`config.mk`:
```
export PLATFORM = sky130hd
export DESIGN_NAME = sorted_priority_queue
export DESIGN_NICKNAME = d
export VERILOG_FILES = /design/src/design/spq_pkg.sv /design/src/design/spq_cell.sv /design/src/design/sorted_priority_queue.sv
export VERILOG_INCLUDE_DIRS = /design/src /design/src/design
export SDC_FILE = /design/constraint.sdc
export NUM_CORES = 2
export LEC_CHECK = 0
export BUFFER_PORTS_ARGS = -buffer_cell sky130_fd_sc_hd__buf_2
export CORE_UTILIZATION = 35
export CTS_CLUSTER_SIZE = 10
export DETAILED_ROUTE_END_ITERATION = 8
export GPL_ROUTABILITY_DRIVEN = 0
export SETUP_SLACK_MARGIN = 0.3
export SYNTH_ARGS = -nofsm -noshare
export SYNTH_HDL_FRONTEND = slang
export SYNTH_SLANG_ARGS = --single-unit
```
`constraint.sdc`:
```
create_clock -name clk -period 6.7 [get_ports clk]
set_input_delay 0.335 -clock clk [delete_from_list [all_inputs] [get_ports clk]]
set_output_delay 0.335 -clock clk [all_outputs]
set_load 0.02 [all_outputs]
```
`src/design/sorted_priority_queue_macros.svh`:
```
// Assertion macros used by the sorted priority queue top level.
// Each macro samples on clk and is disabled while rst_n is low.
`ifndef SORTED_PRIORITY_QUEUE_MACROS_SVH
`define SORTED_PRIORITY_QUEUE_MACROS_SVH

// Consequent must hold in the same cycle as the antecedent.
`define SPQ_ASSERT_NOW(lbl, ante, cons, msg) \
    lbl: assert property (@(posedge clk) disable iff (!rst_n) (ante) |-> (cons)) \
        else $error(msg);

// Consequent must hold in the cycle after the antecedent.
`define SPQ_ASSERT_NEXT(lbl, ante, cons, msg) \
    lbl: assert property (@(posedge clk) disable iff (!rst_n) (ante) |=> (cons)) \
        else $error(msg);

`endif

```
`src/design/spq_pkg.sv`:
```
// Package for the sorted priority queue: operation codes, data width and
// the operation struct broadcast to every cell. No dependencies.
package spq_pkg;

    localparam int DATA_W = 32;

    localparam logic KIND_INSERT = 1'b0;
    localparam logic KIND_REMOVE = 1'b1;

    typedef logic signed [DATA_W-1:0] data_t;

    // Operation broadcast to the whole row of cells in the same cycle.
    typedef struct packed {
        logic  insert;   // accepted insert on a queue that is not full
        logic  remove;   // accepted remove on a queue that is not empty
        data_t value;    // value being inserted
    } spq_op_t;

endpackage

```
`src/design/spq_cell.sv`:
```
// One cell of the sorted queue row: holds one value and trades it with its
// neighbors on insert and remove. Depends on spq_pkg.
module spq_cell
(
    input  logic             clk,
    input  spq_pkg::spq_op_t op,
    input  logic             occupied,   // this slot lies below the entry count
    input  logic             left_gt,    // left neighbor holds a larger value or is free
    input  spq_pkg::data_t   left_value,
    input  spq_pkg::data_t   right_value,
    output logic             gt,
    output spq_pkg::data_t   value
);

    spq_pkg::data_t data_reg;
    spq_pkg::data_t data_next;

    // A free slot counts as larger than anything, so the new value lands
    // after every stored value that is not larger than it.
    assign gt = !occupied || (data_reg > op.value);

    always_comb
    begin
        data_next = data_reg;
        if (op.remove)
        begin
            data_next = right_value;
        end
        else if (op.insert && gt)
        begin
            data_next = left_gt ? left_value : op.value;
        end
    end

    always_ff @(posedge clk)
    begin
        data_reg <= data_next;
    end

    assign value = data_reg;

endmodule

```
`src/design/sorted_priority_queue.sv`:
```
// Sorted priority queue: top level with the row of cells, entry counter and
// output register. Depends on spq_pkg, spq_cell and the assertion macros.
//
// Usage:
// The input channel (s_tvalid, s_tready, s_tuser, s_tdata) carries one
// operation per transaction: s_tuser is the kind (insert or remove) and
// s_tdata the signed value to insert, which a remove ignores. The output
// channel (m_tvalid, m_tready, m_tuser, m_tdata) returns exactly one result
// transaction per operation, in order: m_tuser holds ok and now_empty,
// m_tdata the value taken out by a successful remove, zero otherwise.
// The result is registered: it is written into the output register at the
// accepting edge. Throughput is one operation per cycle while the receiver
// takes results, set by the row of cells, where every cell compares its
// value with the broadcast operand and shifts toward a neighbor in the
// same cycle.
// When the receiver stalls, the result waits in the output register and
// s_tready stays low until it is taken; a result taken in a cycle frees the
// register so a new operation is accepted in that same cycle.
// Reset clears the entry count and the output valid flag, so the queue is
// empty; the cell contents are not reset and are never read while free.
`include "sorted_priority_queue_macros.svh"

module sorted_priority_queue
#(
    parameter int CAPACITY = 16
)
(
    input  logic        clk,
    input  logic        rst_n,
    input  logic        s_tvalid,
    output logic        s_tready,
    input  logic [0:0]  s_tuser,   // [0] kind: 0 insert, 1 remove
    input  logic [31:0] s_tdata,   // [31:0] value (signed)
    output logic        m_tvalid,
    input  logic        m_tready,
    output logic [1:0]  m_tuser,   // [0] ok, [1] now_empty
    output logic [31:0] m_tdata    // [31:0] removed_value (signed)
);

    localparam int CNT_W = $clog2(CAPACITY + 1);

    logic [CNT_W-1:0] count_reg;
    logic [CNT_W-1:0] count_next;

    logic             out_valid_reg;
    logic             out_valid_next;
    logic             ok_reg;
    logic             ok_next;
    logic             empty_reg;
    logic             empty_next;
    spq_pkg::data_t   removed_reg;
    spq_pkg::data_t   removed_next;

    logic             in_fire;
    logic             is_remove;
    logic             full;
    logic             empty;
    spq_pkg::spq_op_t op;

    logic             cell_gt    [CAPACITY];
    spq_pkg::data_t   cell_value [CAPACITY];

    // The output register frees up when its result is taken in this cycle.
    assign s_tready  = !out_valid_reg || m_tready;
    assign in_fire   = s_tvalid && s_tready;
    assign is_remove = (s_tuser[0] == spq_pkg::KIND_REMOVE);

    assign full  = (count_reg == CNT_W'(CAPACITY));
    assign empty = (count_reg == '0);

    // Refused operations leave the row untouched.
    assign op.insert = in_fire && !is_remove && !full;
    assign op.remove = in_fire && is_remove && !empty;
    assign op.value  = s_tdata;

    // Row of cells. Slot i is occupied when i lies below the entry count;
    // the smallest value always sits in cell 0.
    for (genvar i = 0; i < CAPACITY; i++)
    begin : g_cell
        logic           left_gt;
        spq_pkg::data_t left_value;
        spq_pkg::data_t right_value;

        if (i == 0)
        begin : g_first
            assign left_gt    = 1'b0;
            assign left_value = cell_value[i];
        end
        else
        begin : g_mid
            assign left_gt    = cell_gt[i-1];
            assign left_value = cell_value[i-1];
        end

        if (i == CAPACITY - 1)
        begin : g_last
            assign right_value = cell_value[i];
        end
        else
        begin : g_inner
            assign right_value = cell_value[i+1];
        end

        spq_cell u_cell
        (
            .clk         (clk),
            .op          (op),
            .occupied    (count_reg > CNT_W'(i)),
            .left_gt     (left_gt),
            .left_value  (left_value),
            .right_value (right_value),
            .gt          (cell_gt[i]),
            .value       (cell_value[i])
        );
    end

    always_comb
    begin
        count_next     = count_reg;
        out_valid_next = out_valid_reg;
        ok_next        = ok_reg;
        empty_next     = empty_reg;
        removed_next   = removed_reg;

        if (out_valid_reg && m_tready)
        begin
            out_valid_next = 1'b0;
        end

        if (in_fire)
        begin
            out_valid_next = 1'b1;
            if (is_remove)
            begin
                ok_next      = !empty;
                removed_next = empty ? '0 : cell_value[0];
                // Empty afterwards when at most one entry was held.
                empty_next   = (count_reg <= CNT_W'(1));
                if (!empty)
                begin
                    count_next = count_reg - CNT_W'(1);
                end
            end
            else
            begin
                ok_next      = !full;
                removed_next = '0;
                empty_next   = 1'b0;
                if (!full)
                begin
                    count_next = count_reg + CNT_W'(1);
                end
            end
        end
    end

    always_ff @(posedge clk or negedge rst_n)
    begin
        if (!rst_n)
        begin
            count_reg     <= '0;
            out_valid_reg <= 1'b0;
        end
        else
        begin
            count_reg     <= count_next;
            out_valid_reg <= out_valid_next;
        end
    end

    always_ff @(posedge clk)
    begin
        ok_reg      <= ok_next;
        empty_reg   <= empty_next;
        removed_reg <= removed_next;
    end

    assign m_tvalid   = out_valid_reg;
    assign m_tuser[0] = ok_reg;
    assign m_tuser[1] = empty_reg;
    assign m_tdata    = removed_reg;

    `SPQ_ASSERT_NOW(a_count_bound, 1'b1, count_reg <= CNT_W'(CAPACITY), "entry count above capacity")
    `SPQ_ASSERT_NOW(a_empty_flag, m_tvalid, m_tuser[1] == (count_reg == '0), "now_empty disagrees with count")
    `SPQ_ASSERT_NEXT(a_insert_count, op.insert, count_reg == $past(count_reg) + CNT_W'(1), "insert did not grow count")
    `SPQ_ASSERT_NEXT(a_remove_ok, op.remove, m_tvalid && m_tuser[0], "accepted remove not reported done")
    `SPQ_ASSERT_NOW(a_head_sorted, count_reg >= CNT_W'(2), cell_value[0] <= cell_value[1], "head cells out of order")

endmodule

```
# Word level (Yosys, flattened, before mapping)
# Index checks and enable logic that the tools add are counted.
dict set report op_classes {
  addsub 2
  order_cmp 33
  n_eq_ne 3
  n_mux 51
  bitwise 2
  reduce_logical 79
}
# op n
set op_table {}
lappend op_table {{32-bit 2-to-1 mux} 45}
lappend op_table {{32-bit > comparator} 16}
lappend op_table {{5-bit by 4-bit > comparator with 1-bit output, second input constant} 8}
lappend op_table {{2-bit nonzero test} 16}
lappend op_table {{1-bit logical AND} 22}
lappend op_table {{5-bit by 3-bit > comparator with 1-bit output, second input constant} 4}
lappend op_table {{1-bit zero test} 20}
lappend op_table {{1-bit logical OR} 17}
lappend op_table {{5-bit 2-to-1 mux} 3}
lappend op_table {{5-bit by 1-bit > comparator with 1-bit output, second input constant} 2}
lappend op_table {{5-bit by 2-bit > comparator with 1-bit output, second input constant} 2}
lappend op_table {{5-bit by 1-bit adder with 5-bit output, second input constant} 1}
lappend op_table {{5-bit equality test, second input constant} 1}
lappend op_table {{5-bit by 1-bit less-or-equal comparator with 1-bit output, second input constant} 1}
lappend op_table {{5-bit zero test} 1}
lappend op_table {{5-bit by 1-bit subtractor with 5-bit output, second input constant} 1}
lappend op_table {{2-bit != test, second input constant} 2}
lappend op_table {{1-bit 2-to-1 mux} 3}
lappend op_table {{3-bit AND reduction} 1}
lappend op_table {{1-bit NOT} 2}
lappend op_table {{2-bit AND reduction} 1}
lappend op_table {{2-bit OR reduction} 1}
dict set report totals {
  reg_bits 552
  input_bits 37
  output_inout_bits 36
  elab_cells 191
}

# Depth between registers and ports, before layout
dict set report logic_depth {
  depth_word 8
  depth_mapped 12
  ltp_nobuf 9
}

# By module
# From an unflattened synthesis, not the netlist that was laid out.
dict set report unflattened {
  hier_cells 4314
  hier_area_um2 41571.1
}
# module instances cells_each area_per_inst_um2 seq_area_each_um2
set by_module_without_submodules {}
lappend by_module_without_submodules {spq_cell 16 260 2474.9 960.9}
lappend by_module_without_submodules {sorted_priority_queue 1 154 1973.1 1171.1}

# Worst setup path after synthesis
# Ideal clock, no wire load.
dict set report synth_path {
  path_kind {input-to-reg}
  start {input s_tdata[19]}
  end {register g_cell[3].u_cell.data_reg[0], enable pin}
  setup_ns 0.466
  t_arrival_ns 4.663
  t_required_ns 6.234
  path_slack_ns 1.571
  cell_stages 10
  path_buffers 2
  path_cell_list {clkbuf_1 inv_1 ha_1 a21oi_1 o21ai_0 a211o_1 a211oi_1 a211oi_4 buf_6 o21ai_0}
}
dict set report synth_between {
  elab_chain_cells 4
}
# item line
set synth_rtl {}
lappend synth_rtl {{start: declaration} sorted_priority_queue.sv:33} ;# input logic [31:0] s_tdata,
lappend synth_rtl {{32-bit > comparator} spq_cell.sv:20} ;# assign gt = !occupied || (data_reg > op.value);
lappend synth_rtl {{1-bit logical OR} spq_cell.sv:20}
lappend synth_rtl {{1-bit logical AND} spq_cell.sv:29} ;# else if (op.insert && gt)
lappend synth_rtl {{2-bit nonzero test (no line)} n/a}
lappend synth_rtl {{end signal: assignment} spq_cell.sv:37} ;# data_reg <= data_next;
lappend synth_rtl {{end: declaration} spq_cell.sv:15} ;# spq_pkg::data_t data_reg;
# Every way passes these cells.
# A chain may end at the register's enable or synchronous reset.

# Final worst setup path
dict set report layout_path {
  start {input s_tdata[14]}
  end {register g_cell[1].u_cell.data_reg[21], enable pin}
}
dict set report layout_between {
  elab_chain_cells 4
}
# item line
set layout_rtl {}
lappend layout_rtl {{32-bit > comparator} spq_cell.sv:20}
lappend layout_rtl {{1-bit logical OR} spq_cell.sv:20}
lappend layout_rtl {{1-bit logical AND} spq_cell.sv:29}
lappend layout_rtl {{2-bit nonzero test (no line)} n/a}
lappend layout_rtl {{end signal: assignment} spq_cell.sv:37}
lappend layout_rtl {{end: declaration} spq_cell.sv:15}
# Every way passes these cells.

==> qor.yml <==
run_status:
  status: "finished clean"
routing:
  vias: 29200
  ant_nets: 0
  drt_pass1_iterations: 6
  post_drt_wl_per_cell_um: 21.0
  drt-initial-drc-count: 2193
  drc: 0
  via_per_inst: 5.56
  drt_wl_total_um: 111000
sta:
  period_needed_ps: 4330
  slew_headroom: 0.244
  tightest_slew_ps: 1130
  slew_violations: 0
  hold_viol_final: 0
  fin_ws_ps: 2370
  fin_worst_skew_ps: 23.6
  setup_viol: 0
  fin_setup_tns_ps: 0
  rsz0062_at_grt: "no"
  holdWs_ps: 61.9
  min_period_over_period: 0.647
  max_freq_ghz: 0.231
logic_synthesis:
  synth-compound-area-share: 0.152
  synth_xor_area_frac: 0.00112
  synth_area_per_cell_sq_um: 10.4
  synthTopCellsByArea: "edfxtp_1 (42%), ha_1 (17%), mux2i_1 (9.7%)"
  synth_cell_types: 73
  synth-edff-count: 546
  netlist_area_sq_mm: 0.0391
  synth_warnings: 0
  synth_top_family_by_area: "adder cells"
  seq_area_frac_synth: 0.423
  synth_flop_cell: "edfxtp_1"
  synthAdderAreaFrac: 0.165
  synth-async-reset-ratio: 0.0109
  synth_nets: 4327
  synth_top_area_frac: 0.419
  yosysTopAreaCell: "edfxtp_1"
  ys_ff_latch: 552
  muxShareOfSynthArea: 0.106
  syn_inst: 3773
  yosys.area_share.simple: 0.115
pwr:
  p_per_area_mw_per_mm2: 376
  power_mw: 16.1
  vdd_drop_max_v: 0.000321
  p_leak_nw: 17.6
place:
  portBuffers: 72
  post-dp-hpwl_um: 83800
  dp_slack_ps: 1760
die:
  die_w_um: 336
  rows: 122
  coreArea_sq_mm: 0.111
  dieArea_sq_mm: 0.113
  die_height_um: 336
  initial_core_util: 0.353
  io_pins: 73
clock_network:
  cts.htree.levels: 3
  cts_resized: 0
  tritoncts: "built"
  clk_pin_slew_ps: 60
  cts_buffers: 68
  cts_root_buffer: "clkbuf_16"
  cts.sinks: 552
  insertion_delay_ps: 630
  cts_buffer_depth: 3
min_path:
  hold_start: "m_tready"
  hp-class: "in2reg"
finish:
  fillerInstances: 10800
  areaGrowthSynthToFinish_pct: 9.50
  largest_reg_flops: 512
  drive_above_1_share: 0.0732
  nets: 4288
global_route:
  grt_max_degree: 150
  antenna_found_initial: 1
  grt_overflow: 0
  grt_pass1_vias: 28700
  grt_pass1_wl_um: 171000
  track_usage: 0.193
worst_setup_path:
  worstPathArrival_ps: 4590
  worst-r2r-setup-slack_ps: 2500
  end_kind: "flip-flop"
  crit_fanout: 32
  startpoint: "s_tdata[14]"
  required_ps: 6950
  critical_path_class: "in2reg"
  regToRegStartpoint: "g_cell[0].u_cell.value[31]"
  cp-start-kind: "primary input"
job:
  maxCapViolCount: 0
==> cells by family (layout without fill, tap and decap cells) <==
group	count (synthesis)	count (layout)
AOI/OAI and AO/OA	1009	1009
xor gates and xnor gates	5	5
adders and majority gates	517	517
buffers and inverters	312	311
DFF	552	552
muxes	411	411
other	0	1
and+or+nand+nor	967	967
==> worst max-delay path, stage by stage <==
cell	delay (ps)
buf_2	340
inv_1	470
ha_1	470
nand4_1	290
nor3_1	680
a21boi_0	400
o41ai_1	190
a211o_1	580
nand2_1	200
a21o_1	120
buf_4	450
==> cells in the mapped netlist (all sizes together) (12+ instances only) <==
master and instances:
a221o 40, clkbuf 180, nor3 20, nor2 441, ha 517, edfxtp 546
o21a 20, or3 22, a21o 32, nor2b 16, mux2i 379, a31oi 32
a21oi 628, mux2 32, inv 68, nor4 28, o21ai 134, nand4 116
nand3 56, o211ai 25, and3 68, a211oi 28, buf 63, nand2 167
nand2b 12
==> layout by cell type, fill, tap and decap left out, types with 9 or more instances in the layout <==
| cell | n |
|---|---|
| a211oi_1 | 23 |
| a21o_1 | 32 |
| a21oi_1 | 628 |
| a221o_1 | 40 |
| a31oi_1 | 32 |
| and3_1 | 67 |
| buf_12 | 9 |
| buf_2 | 72 |
| buf_4 | 51 |
| clkbuf_1 | 27 |
| clkbuf_16 | 73 |
| clkinv_1 | 9 |
| edfxtp_1 | 546 |
| ha_1 | 517 |
| inv_1 | 65 |
| mux2_2 | 32 |
| mux2i_1 | 379 |
| nand2_1 | 165 |
| nand2b_1 | 12 |
| nand3_1 | 56 |
| nand4_1 | 115 |
| nor2_1 | 441 |
| nor2b_1 | 16 |
| nor3_1 | 19 |
| nor4_1 | 26 |
| o211ai_1 | 18 |
| o21a_1 | 20 |
| o21ai_0 | 124 |
| o221ai_1 | 9 |
| o2bb2ai_1 | 9 |
| o41ai_1 | 9 |
| or3_1 | 22 |
==> metrics by stage <==
step                       util  cells  cell area, sq um
after floorplan               -   3773             39100
after global placement    0.369   5150             40800
after detailed placement  0.369   5150             40800
after CTS                 0.387   5260             42800
after global routing      0.387   5260             42800
final                     0.387   5261             42800
==> final timing paths <==
kind	to	depth (start not counted)
max reg2reg	g_cell[1].u_cell.value[0]	9
max	g_cell[1].u_cell.value[21]	11
min	m_tvalid	3
max in group asynchronous	count_reg[0]	2
min in group asynchronous	m_tvalid	2
min reg2reg	m_tvalid	2
==> repair_timing <==
action                     in CTS  in global routing
setup buffers                   0                  0
setup endpoints to repair       0                  0
hold endpoints to repair        7                  0
hold buffers                    2                  0
==> power breakdown <==
part           total (mW)  internal, mW  switching [mW]  leakage (nW)
clock network        3.44          1.97            1.47         0.944
registers            5.96          5.20           0.757          5.19
logic                6.69          2.80            3.89          11.4
==> layer usage <==
metal  part of all wire  routed length, um  GRT usage  up-vias
met3              0.045               4940     0.0215      192
met4              0.038               4260     0.0815        0
li1                   -                  -          -    14300
met2               0.48              53200      0.331      806
met1               0.44              48300      0.245    13900
met5                  0                  0          0        -
==> layout make-up <==
class	instances	area, sq um	area share
clock inverter	8	30.0	0.000701
tap	1488	1860	0.0435
clock buffer	100	1930	0.0450
sequential	552	16500	0.386
antenna	1	2.50	0.0000584
timing repair buffer	134	943	0.0220
inverter	69	259	0.00605
multi-input combinational	2909	21300	0.496
Note: power is estimated with default switching activity, not from simulation.
